--- config.mk ---
export PLATFORM = sky130hd
export DESIGN_NAME = ffa_ctrl
export DESIGN_NICKNAME = d
export VERILOG_FILES = /design/src/design/ffa_pkg.sv /design/src/design/ffa_ctrl.sv
export SDC_FILE = /design/constraint.sdc
export NUM_CORES = 1
export LEC_CHECK = 0
export ABC_AREA = 0
export BUFFER_PORTS_ARGS = -buffer_cell sky130_fd_sc_hd__buf_2
export CORE_MARGIN = 2
export CORE_UTILIZATION = 30
export DETAILED_ROUTE_END_ITERATION = 10
export GPL_TIMING_DRIVEN = 0
export PLACE_DENSITY_LB_ADDON = 0.25
export SYNTH_ARGS = -nofsm -noshare
export SYNTH_HDL_FRONTEND = slang
export SYNTH_SLANG_ARGS = --single-unit
--- constraint.sdc ---
create_clock -name clk -period 6 [get_ports clk]
set_input_delay 0.3 -clock clk [delete_from_list [all_inputs] [get_ports clk]]
set_output_delay 0.3 -clock clk [all_outputs]
set_load 0.02 [all_outputs]
--- src/design/ffa_pkg.sv ---
`default_nettype none
package ffa_pkg;

	localparam int unsigned POOL_WORDS_DEF  = 65536;
	localparam int unsigned MAX_EXTENTS_DEF = 64;
	localparam int unsigned ADDR_W          = 16;
	localparam int unsigned LEN_W           = 17;
	localparam int unsigned OP_W            = 1;
	localparam int unsigned STATUS_W        = 2;
	localparam logic [LEN_W-1:0] LEN_MAX    = 17'h1FFFF;
	localparam logic [LEN_W-1:0] POOL_RESET = 17'h10000;

	localparam logic [OP_W-1:0] OP_ALLOC   = 1'b0;
	localparam logic [OP_W-1:0] OP_RELEASE = 1'b1;

	localparam logic [STATUS_W-1:0] ST_OK   = 2'd0;
	localparam logic [STATUS_W-1:0] ST_OOM  = 2'd1;
	localparam logic [STATUS_W-1:0] ST_FULL = 2'd2;

	// commands from controller to datapath
	typedef struct packed {
		logic load;
		logic hdr_rd;
		logic hdr_lat;
		logic rd_en;
		logic ptr_inc;
		logic ptr_dec;
		logic scan;
		logic alc_dec;
		logic rel_dec;
		logic rem_wr;
		logic ins_wr;
		logic ins_fin;
		logic cnt_dec;
		logic hdr_wr;
		logic finish;
	} cmd_t;

	// status from datapath to controller
	typedef struct packed {
		logic op;
		logic stored;
		logic vld_s1;
		logic stop;
		logic more_up;
		logic more_dn;
		logic hit;
		logic whole;
		logic oom;
		logic join_lo;
		logic join_hi;
		logic full;
		logic out_busy;
	} stat_t;

	function automatic logic [LEN_W-1:0] sat_len(input logic [LEN_W+1:0] v);
		if (v > {2'b00, LEN_MAX}) begin
			return LEN_MAX;
		end
		return v[LEN_W-1:0];
	endfunction

endpackage
`default_nettype wire

--- src/design/ffa_ctrl.sv ---
`default_nettype none
module ffa_ctrl (
	input  wire              clk,
	input  wire              arst_n,
	input  wire              in_valid,
	output logic             in_ready,
	input  ffa_pkg::stat_t   stat,
	output ffa_pkg::cmd_t    cmd
);
	import ffa_pkg::*;

	typedef enum logic [10:0] {
		S_IDLE = 11'b00000000001,
		S_HDR  = 11'b00000000010,
		S_HDRW = 11'b00000000100,
		S_SCAN = 11'b00000001000,
		S_ADEC = 11'b00000010000,
		S_RDEC = 11'b00000100000,
		S_REM  = 11'b00001000000,
		S_INS  = 11'b00010000000,
		S_INSW = 11'b00100000000,
		S_HWR  = 11'b01000000000,
		S_FIN  = 11'b10000000000
	} state_t;

	state_t state_q, state_d;

	always_ff @(posedge clk or negedge arst_n) begin
		if (!arst_n) begin
			state_q <= S_IDLE;
		end else begin
			state_q <= state_d;
		end
	end

	assign in_ready = (state_q == S_IDLE);

	always_comb begin
		state_d = state_q;
		cmd     = '0;
		case (state_q)
			S_IDLE: begin
				if (in_valid) begin
					cmd.load = 1'b1;
					// a stored release goes through the header read first
					state_d  = (stat.op == OP_RELEASE && stat.stored) ? S_HDR : S_SCAN;
				end
			end
			S_HDR: begin
				cmd.hdr_rd = 1'b1;
				state_d    = S_HDRW;
			end
			S_HDRW: begin
				cmd.hdr_lat = 1'b1;
				state_d     = S_SCAN;
			end
			S_SCAN: begin
				cmd.scan = 1'b1;
				if (stat.stop) begin
					state_d = (stat.op == OP_RELEASE) ? S_RDEC : S_ADEC;
				end else if (stat.more_up) begin
					cmd.rd_en   = 1'b1;
					cmd.ptr_inc = 1'b1;
				end else if (!stat.vld_s1) begin
					state_d = (stat.op == OP_RELEASE) ? S_RDEC : S_ADEC;
				end
			end
			S_ADEC: begin
				cmd.alc_dec = 1'b1;
				if (stat.oom) begin
					state_d = S_FIN;
				end else if (stat.hit && stat.whole) begin
					state_d = S_REM;
				end else begin
					state_d = stat.stored ? S_HWR : S_FIN;
				end
			end
			S_RDEC: begin
				cmd.rel_dec = 1'b1;
				if (stat.join_lo && stat.join_hi) begin
					state_d = S_REM;
				end else if (stat.join_lo || stat.join_hi || stat.full) begin
					state_d = S_FIN;
				end else begin
					state_d = S_INS;
				end
			end
			S_REM: begin
				cmd.rem_wr = stat.vld_s1;
				if (stat.more_up) begin
					cmd.rd_en   = 1'b1;
					cmd.ptr_inc = 1'b1;
				end else if (!stat.vld_s1) begin
					cmd.cnt_dec = 1'b1;
					state_d = (stat.op == OP_ALLOC && stat.stored) ? S_HWR : S_FIN;
				end
			end
			S_INS: begin
				cmd.ins_wr = stat.vld_s1;
				if (stat.more_dn) begin
					cmd.rd_en   = 1'b1;
					cmd.ptr_dec = 1'b1;
				end else if (!stat.vld_s1) begin
					state_d = S_INSW;
				end
			end
			S_INSW: begin
				cmd.ins_fin = 1'b1;
				state_d     = S_FIN;
			end
			S_HWR: begin
				cmd.hdr_wr = 1'b1;
				state_d    = S_FIN;
			end
			S_FIN: begin
				if (!stat.out_busy) begin
					cmd.finish = 1'b1;
					state_d    = S_IDLE;
				end
			end
			default: begin
				state_d = S_IDLE;
			end
		endcase
	end

endmodule
`default_nettype wire

== Word level (Yosys, flattened, before mapping) ==
Cells that the tools add are included.

* Flip-flop bits (word level): 11
* Output and inout port bits: 16
* Memory bits (writable): 0
* Bits in read-only memories: 0
* Logic and storage cells: 69
* Bits in latches: 0
* Memories kept: 0
* Input bits: 16

* $add $sub $neg: 0
* Equal/unequal tests: 19
* Bitwise operators: 1
* Div/mod/pow operators: 0
* Magnitude comparators: 0
* Shifts and indexed selects: 0
* Reduce and logical (&&, ||, !) cells: 8
* Muxes and demuxes: 40
* Multipliers: 0

{| class="wikitable"
|+ Operator list
! operator !! count
|-
| $mux 11 || 15
|-
| $pmux 11 s10 || 1
|-
| $mux 1 || 18
|-
| $ne 2x2->1 const B || 6
|-
| $eq 11x1->1 const B || 1
|-
| $eq 11x10->1 const B || 1
|-
| $eq 11x11->1 const B || 1
|-
| $eq 11x2->1 const B || 1
|-
| $eq 11x3->1 const B || 1
|-
| $eq 11x4->1 const B || 1
|-
| $eq 11x5->1 const B || 1
|-
| $eq 11x6->1 const B || 1
|-
| $eq 11x7->1 const B || 1
|-
| $eq 11x8->1 const B || 1
|-
| $eq 11x9->1 const B || 1
|-
| $reduce_and 8->1 || 1
|-
| $mux 6 || 1
|-
| $ne 3x3->1 const B || 2
|-
| $logic_and 1x1->1 || 4
|-
| $mux 2 || 2
|-
| $mux 4 || 1
|-
| $pmux 1 s3 || 1
|-
| $logic_or 1x1->1 || 2
|-
| $pmux 1 s2 || 1
|-
| 2 further kinds || 2
|}

== Depth between registers and ports, before layout ==
Gate-level depths: netlist of the first run.

* Word-level depth: 6
* Gate-level depth with buffers: 7
* Depth with buffers taken out: 5

== Worst setup path before layout of the first run ==
OpenSTA, ideal clock, no wires.

* Path kind: register -> output
* Start: register state_q[1]
* End: output cmd[2] (netlist bit)
* Cell stages (with the launch flop): 5
* Data required time: 5700 ps
* Path buffers: 1
* Data arrival time: 1960 ps
* Path slack: 3740 ps
* Path through: dfrtp_1 > or4_1 > buf_4 > nor4b_4 > nor3b_1

{| class="wikitable"
|+ RTL lines
! element !! RTL line !! RTL
|-
| start, declared || ffa_ctrl.sv:26 || <nowiki>state_t state_q, state_d;</nowiki>
|-
| start signal, assigned || ffa_ctrl.sv:32 || <nowiki>state_q <= state_d;</nowiki>
|-
| end, declared || ffa_ctrl.sv:8 || <nowiki>output ffa_pkg::cmd_t cmd</nowiki>
|}

==> results of run 1 <==
==> routing by layer <==
metal / vias to the layer above / part of all wire, % / global-route usage [%]
met5: - / 0 / 0
met2: 34 / 42 / 19.8
li1: 483 / - / -
met1: 423 / 51 / 18.1
met3: 4 / 5.9 / 1.53
met4: 0 / 1.2 / 4.87
==> placed cells by master (no fill, tap or decap), types with 4 or more instances in the layout <==
cell     count
a21oi_1      4
and2_1       5
and3_1       4
buf_2       32
dfrtp_1     10
inv_1        8
nor2_1      11
nor3_1       6
nor3b_1      4
o21ai_0      4
==> cells by family after synthesis <==
logic type,after synthesis,synth area share (%)
mux,1,1.09
xor+xnor,2,1.91
buf+inv,11,5.04
compound gates,20,15.4
flops,11,30.1
simple gates,62,46.5
==> cell type report <==
cell class | count | share of cell area [%]
clock buffer | 4 | 2.28
tap | 33 | 3.59
multi-input combinational | 85 | 51.7
buffer | 3 | 1.41
sequential | 11 | 24.0
timing repair buffer | 32 | 14.3
inverter | 8 | 2.61
==> power breakdown <==
part | total, mW | switching [mW] | internal [mW]
sequential | 0.109 | 0.0196 | 0.0896
clock | 0.0474 | 0.0217 | 0.0256
combinational | 0.201 | 0.123 | 0.0782
total | 0.358 | 0.165 | 0.193
==> worst max path at each step <==
stage	start	end	cells after the start
2_1_floorplan	state_q[1]	cmd[2]	4
3_3_place_gp	state_q[0]	state_q[6]	6
3_5_place_dp	state_q[1]	state_q[6]	6
4_1_cts	state_q[1]	cmd[11]	6
5_1_grt	state_q[1]	cmd[11]	6
6_report	state_q[1]	cmd[11]	6
==> stage by stage <==
step	instance area (um2)	total power, mW	std cells
6_report	1150	0.358	176
5_1_grt	1150	0.388	176
3_3_place_gp	1110	0.310	171
4_1_cts	1150	0.362	176
2_1_floorplan	918	0.258	107
3_5_place_dp	1110	0.313	171
==> run summary, run 1 <==
GLOBAL ROUTE
-----------------------------------------------------------------------------------------
Global-route wire length before repair .....................................      3.43 mm
Via count of the first global-routing pass .................................          777
Initial antenna violation count ............................................            0
All-layer global routing usage .............................................        12.8%
Maximum number of pins on one net before global-route repair ...............           12
Grt ovf ....................................................................            0

CRITICAL PATH
-----------------------------------------------------------------------------------------
Launch instance of the worst register-to-register path .....................   state_q[1]
Cell with the largest stage delay on the worst path ........................        or4_1
Critical path startpoint category ..........................................    flip-flop
Worst EP required ..........................................................      5.70 ns
Register-to-Register Path Depth ............................................            6
Arrival time at the worst endpoint .........................................      2.27 ns
Largest incremental delay on the critical path .............................      0.53 ns
Reg-to-reg slack, setup ....................................................      3.68 ns
Worst Setup Path Type ...................................................... flip-flop to primary output
Crit path cell chain ....................................................... or4_1 -> buf_4 -> nor4b_2 -> a221oi_1 -> inv_1 -> buf_2
Largest driver fanout on the critical path .................................            7
Family with the most delay on the worst path ............................... simple AND/OR/NAND/NOR gates
Type of destination of the critical path ................................... primary output
Sum of buffers and inverters on the critical path ..........................            3
Reg-to-reg critical path endpoint ..........................................   state_q[6]

PLACED DESIGN
-----------------------------------------------------------------------------------------
HPWL after detailed placement ..............................................      1.83 mm
Port Buf Inserts ...........................................................           31
Weighted congestion at the end of routability-driven global placement ......        0.811
Worst-case setup slack after placement .....................................      3.70 ns

CTS
-----------------------------------------------------------------------------------------
Maximum buffer depth of the clock tree .....................................            2
Clock-pin transition on the worst setup and hold timing paths ..............      0.07 ns
Clock tree from TritonCTS ..................................................         done
Cts-stage hold buffer count ................................................            1
Number of levels in the clock H-tree .......................................            1
PostCTS Resize Cnt .........................................................            0
Clock root buffer ..........................................................     clkbuf_4
Buffer count from post-CTS setup fixing ....................................            0
Number of buffers created by CTS ...........................................            3
Clock latency at the later pin of the worst-skew pair ......................      0.26 ns
Clk sinks ..................................................................           11

YOSYS
-----------------------------------------------------------------------------------------
Commonest cells in the synthesized netlist ................................. nor2_1, dfrtp_1, inv_1, nor3_1, and2_1
Fraction of post-synthesis cell area in the top cell type by area ..........        27.2%
Cells after Synth ..........................................................          107
Most frequently used cell type in the post-synthesis netlist ...............       nor2_1
Number of synthesized register bits ........................................           11
Sequential-to-total area share from yosys stat .............................        30.1%
Synthesized netlist net count ..............................................          123
Synth Warn # ...............................................................            0
Proportion of register bits with asynchronous set or reset after synthesis .         100%
Top FF cell, synth .........................................................      dfrtp_1
Count of flip-flops with a built-in enable after synthesis .................            0
Mean instance size in the synthesized netlist ..............................     8.58 um2
Cell variety after synth ...................................................           45
Cell types with the largest area share after synthesis ..................... dfrtp_1, nor2_1, and2_1
Yosys top cell by area .....................................................      dfrtp_1
Synthesized area ...........................................................      918 um2

DETAILED ROUTING
-----------------------------------------------------------------------------------------
Routed length per placed instance ..........................................      12.3 um
Starting DRT DRC Count .....................................................           30
Per-cell via count in the routed design ....................................         5.36
Total via count after detailed routing .....................................          944
Detailed-route wire length .................................................      2.17 mm
Post-detailed-route count of antenna-violating nets ........................            0
Detailed-route DRC error count .............................................            0
Drt pass-1 iters ...........................................................            4

CELLS AND AREA
-----------------------------------------------------------------------------------------
Max FFs per register .......................................................           11
Regs by FF count ...........................................................  state_q x11
P&R area growth vs syn .....................................................        25.3%
Area of the multi-input gates ..............................................      596 um2
Filler cell count ..........................................................          307
Storage cell area ..........................................................      277 um2
Share of final-layout standard cells stronger than drive strength 1 ........        31.5%
Top reg by flops ...........................................................      state_q
Nets .......................................................................          160
Final design utilization ...................................................        38.7%
Antenna Cells ..............................................................            0

STA
-----------------------------------------------------------------------------------------
Post-route worst hold slack ................................................     0.308 ns
Fin. max-slew vios .........................................................            0
Minimum setup slack in the final design ....................................      3.43 ns
Setup_tns ..................................................................         0 ns
Shortest clock period the worst path allows after layout ...................      2.57 ns
RSZ-0062 raised after global routing .......................................        false
Measured slew at the worst slew-check pin ..................................     0.398 ns
Endpoints failing hold .....................................................            0
Fmax .......................................................................      389 MHz
Setup violation total in the final timing report ...........................            0
Final Skew .................................................................   0.00555 ns
Worst relative slew slack ..................................................        72.8%
Post-route clock period utilization ........................................        42.9%

FLOORPLAN
-----------------------------------------------------------------------------------------
Width of the chip ..........................................................      59.3 um
Area of the core ...........................................................     2980 um2
Die area ...................................................................     3520 um2
Effective utilization at floorplan .........................................        30.8%
Num ports ..................................................................           32
Number of core rows ........................................................           20
Y dimension of the die .....................................................      59.3 um

MIN PATH
-----------------------------------------------------------------------------------------
Hold/Removal Path Class .................................................... primary input to flip-flop
Cell count of the worst hold path ..........................................            2
Hold Path End ..............................................................   state_q[5]
Worst hold path startpoint .................................................     stat[12]

POWER
-----------------------------------------------------------------------------------------
Leak .......................................................................     0.608 nW
Power Density ..............................................................   311 nW/um2
Maximum ir drop on the vdd rail ............................................       119 uV

RUN
-----------------------------------------------------------------------------------------
Total of max-cap violations ................................................            0

STATUS
-----------------------------------------------------------------------------------------
Outcome .................................................................... finished clean

No activity file was read; power rests on OpenSTA's default activity.
==> run 2, diff against run 1 <==
clock period = 2.36 ns   (was 6 ns; I/O delays follow)
==> run 2 against run 1 <==
Compared with the run above:
- die area unchanged
- combinational power grew to 2.9 times the previous value
- design area up 5.1%
- sequential share of layout area shrank 1.1 points
- hold slack lost 0.18 ns
- flip-flop and latch count unchanged
- non-clock buffer count increased by 4
- routed wire length is 3.2% higher
- clock skew barely moved
- cell count increased by 2.3%
- count of clock-buffer cells in the layout unchanged
- critical path depth down 1
- largest cell class unchanged
==> run summary, run 2 (synthesis results as in run 1) <==
STATUS
------------------------------------------------------------------------------------
Outcome ............................................................... finished clean

RUN
------------------------------------------------------------------------------------
Total of max-cap violations ...........................................            0

CTS
------------------------------------------------------------------------------------
Clock root buffer .....................................................     clkbuf_4
Number of buffers created by CTS ......................................            3
Clock tree from TritonCTS .............................................         done
Clk sinks .............................................................           11
Clock-pin transition on the worst setup and hold timing paths .........      0.06 ns
Maximum buffer depth of the clock tree ................................            2
Number of levels in the clock H-tree ..................................            1
Clock latency at the later pin of the worst-skew pair .................      0.25 ns

CRITICAL PATH
------------------------------------------------------------------------------------
Critical path startpoint category .....................................    flip-flop
Arrival time at the worst endpoint ....................................      2.16 ns
Launch instance of the worst register-to-register path ................   state_q[1]
Largest incremental delay on the critical path ........................      0.55 ns
Family with the most delay on the worst path .......................... simple AND/OR/NAND/NOR gates
Type of destination of the critical path .............................. primary output
Crit path cell chain .................................................. or4_1 -> buf_4 -> or4_4 -> inv_1 -> buf_2
Worst Setup Path Type ................................................. flip-flop to primary output
Worst EP required .....................................................      2.24 ns
Sum of buffers and inverters on the critical path .....................            3
Launch point of the worst path ........................................   state_q[1]
Largest driver fanout on the critical path ............................            7
Cell with the largest stage delay on the worst path ...................        or4_4

POWER
------------------------------------------------------------------------------------
Power Density .........................................................   807 nW/um2
Portion of total power attributed to the clock network ................        12.1%
Internal Power ........................................................       532 uW
Proportion of power drawn by flip-flops and latches ...................        28.7%
Switching share of power ..............................................        45.5%
Switching pwr .........................................................       445 uW
Combinational share of power ..........................................        59.3%
Leak ..................................................................     0.631 nW
Maximum ir drop on the vdd rail .......................................       346 uV

GLOBAL ROUTE
------------------------------------------------------------------------------------
All-layer global routing usage ........................................        12.8%
Initial antenna violation count .......................................            0
Via count of the first global-routing pass ............................          779
Maximum number of pins on one net before global-route repair ..........           12
Global-route wire length before repair ................................      3.44 mm
Grt ovf ...............................................................            0

CELLS AND AREA
------------------------------------------------------------------------------------
Commonest cells after routing, fill and taps aside .................... buf_2, nor2_1, dfrtp_1
Most common cell after layout, fill and taps aside ....................        buf_2
Summed area of non-filler cells in the final layout ...................     1210 um2
Antenna Cells .........................................................            0
Top reg by flops ......................................................      state_q
P&R area growth vs syn ................................................        31.7%
Nets ..................................................................          164
Regs by FF count ......................................................  state_q x11
Final design utilization ..............................................        40.6%
Max FFs per register ..................................................           11
Share of final-layout standard cells stronger than drive strength 1 ...        37.4%

DETAILED ROUTING
------------------------------------------------------------------------------------
Post-detailed-route count of antenna-violating nets ...................            0
Routed length per placed instance .....................................      12.4 um
Detailed-route wire length ............................................      2.24 mm
Drt pass-1 iters ......................................................            4
Detailed-route DRC error count ........................................            0
Starting DRT DRC Count ................................................           33
Total via count after detailed routing ................................          940
Per-cell via count in the routed design ...............................         5.22

MIN PATH
------------------------------------------------------------------------------------
Worst hold path startpoint ............................................     stat[12]
Hold/Removal Path Class ............................................... primary input to flip-flop

PLACED DESIGN
------------------------------------------------------------------------------------
Worst-case setup slack after placement ................................    0.0558 ns
Port Buf Inserts ......................................................           31
Weighted congestion at the end of routability-driven global placement .        0.811
Instance area after placement .........................................     1110 um2
HPWL after detailed placement .........................................      1.83 mm

STA
------------------------------------------------------------------------------------
Fin. max-slew vios ....................................................            0
Post-route clock period utilization ...................................        96.4%
Fmax ..................................................................      440 MHz
Setup_tns .............................................................         0 ns
Shortest clock period the worst path allows after layout ..............      2.27 ns
RSZ-0062 raised after global routing ..................................        false
Worst relative slew slack .............................................        72.5%
Final Skew ............................................................   0.00563 ns
Setup violation total in the final timing report ......................            0
Endpoints failing hold ................................................            0
Minimum setup slack in the final design ...............................    0.0854 ns
Measured slew at the worst slew-check pin .............................     0.402 ns

FLOORPLAN
------------------------------------------------------------------------------------
Y dimension of the die ................................................      59.3 um
Effective utilization at floorplan ....................................        30.8%
Die area ..............................................................     3520 um2
Width of the chip .....................................................      59.3 um
Number of core rows ...................................................           20
Area of the core ......................................................     2980 um2
Num ports .............................................................           32

[run 2: cell count changes in the layout (fill, tap and decap cells not counted), sizes merged]
| cell | delta |
|---|---|
| clkbuf | -1 |
| buf | +5 |
[run 2: per-layer routing]
layer,GRT usage [%],share of wire [%]
met1,18.2,50
met2,19.8,44
met3,1.53,5.2
met4,4.87,0.40
met5,0,0
[run 2: metrics by stage]
| stage | instances | hold WS (ns) | power (mW) |
|---|---|---|---|
| detailed placement | 171 | -0.00486 | 0.796 |
| floorplan | 107 | -0.178 | 0.656 |
| global route | 180 | 0.129 | 1.05 |
| finish | 180 | 0.132 | 0.976 |
| global placement | 171 | -0.00910 | 0.787 |
| CTS | 176 | 0.120 | 0.928 |
[run 2: power groups by stage]
| stage | combinational, mW | clock [mW] | sequential [mW] |
|---|---|---|---|
| floorplan | 0.388 | 0 | 0.268 |
| global placement | 0.509 | 0 | 0.278 |
| detailed placement | 0.515 | 0 | 0.281 |
| CTS | 0.526 | 0.125 | 0.278 |
| global route | 0.628 | 0.134 | 0.288 |
| finish | 0.579 | 0.118 | 0.280 |
[run 2: repair_timing]
action	in CTS	in global routing
endpoints found under the setup margin	1	13
gates resized for setup	1	5
buffers inserted	0	5
hold endpoints to repair	11	0
pin swaps	0	3
hold buffers	1	0
[run 2: path summary, 6_finish.rpt]
| check | end | slack [ns] | cells after the start |
|---|---|---|---|
| worst max-delay path | cmd[7] | 0.09 | 5 |
| worst min-delay path | state_q[5] | 0.13 | 2 |
| worst max register to register | state_q[10] | 0.15 | 6 |
| worst min register to register | state_q[6] | 0.59 | 1 |
| max in group asynchronous | state_q[0] | 1.85 | 2 |
| min in group asynchronous | state_q[3] | 0.25 | 2 |
[run 2: final cells by class]
| class | instances | area, um2 |
|---|---|---|
| fill | 306 | 1770 |
| multi-input combinational | 85 | 619 |
| sequential | 11 | 278 |
| timing repair buffer | 37 | 203 |
| tap | 33 | 41.3 |
| inverter | 8 | 30.0 |
| clock buffer | 4 | 26.3 |
| buffer | 2 | 12.5 |
[run 2: worst reg2reg max path: cells and delay by family (launching register included)]
family          cells  cell delay [ns]
buf+inv             1             0.19
flops               1             0.42
simple gates        3             1.28
compound gates      2             0.26
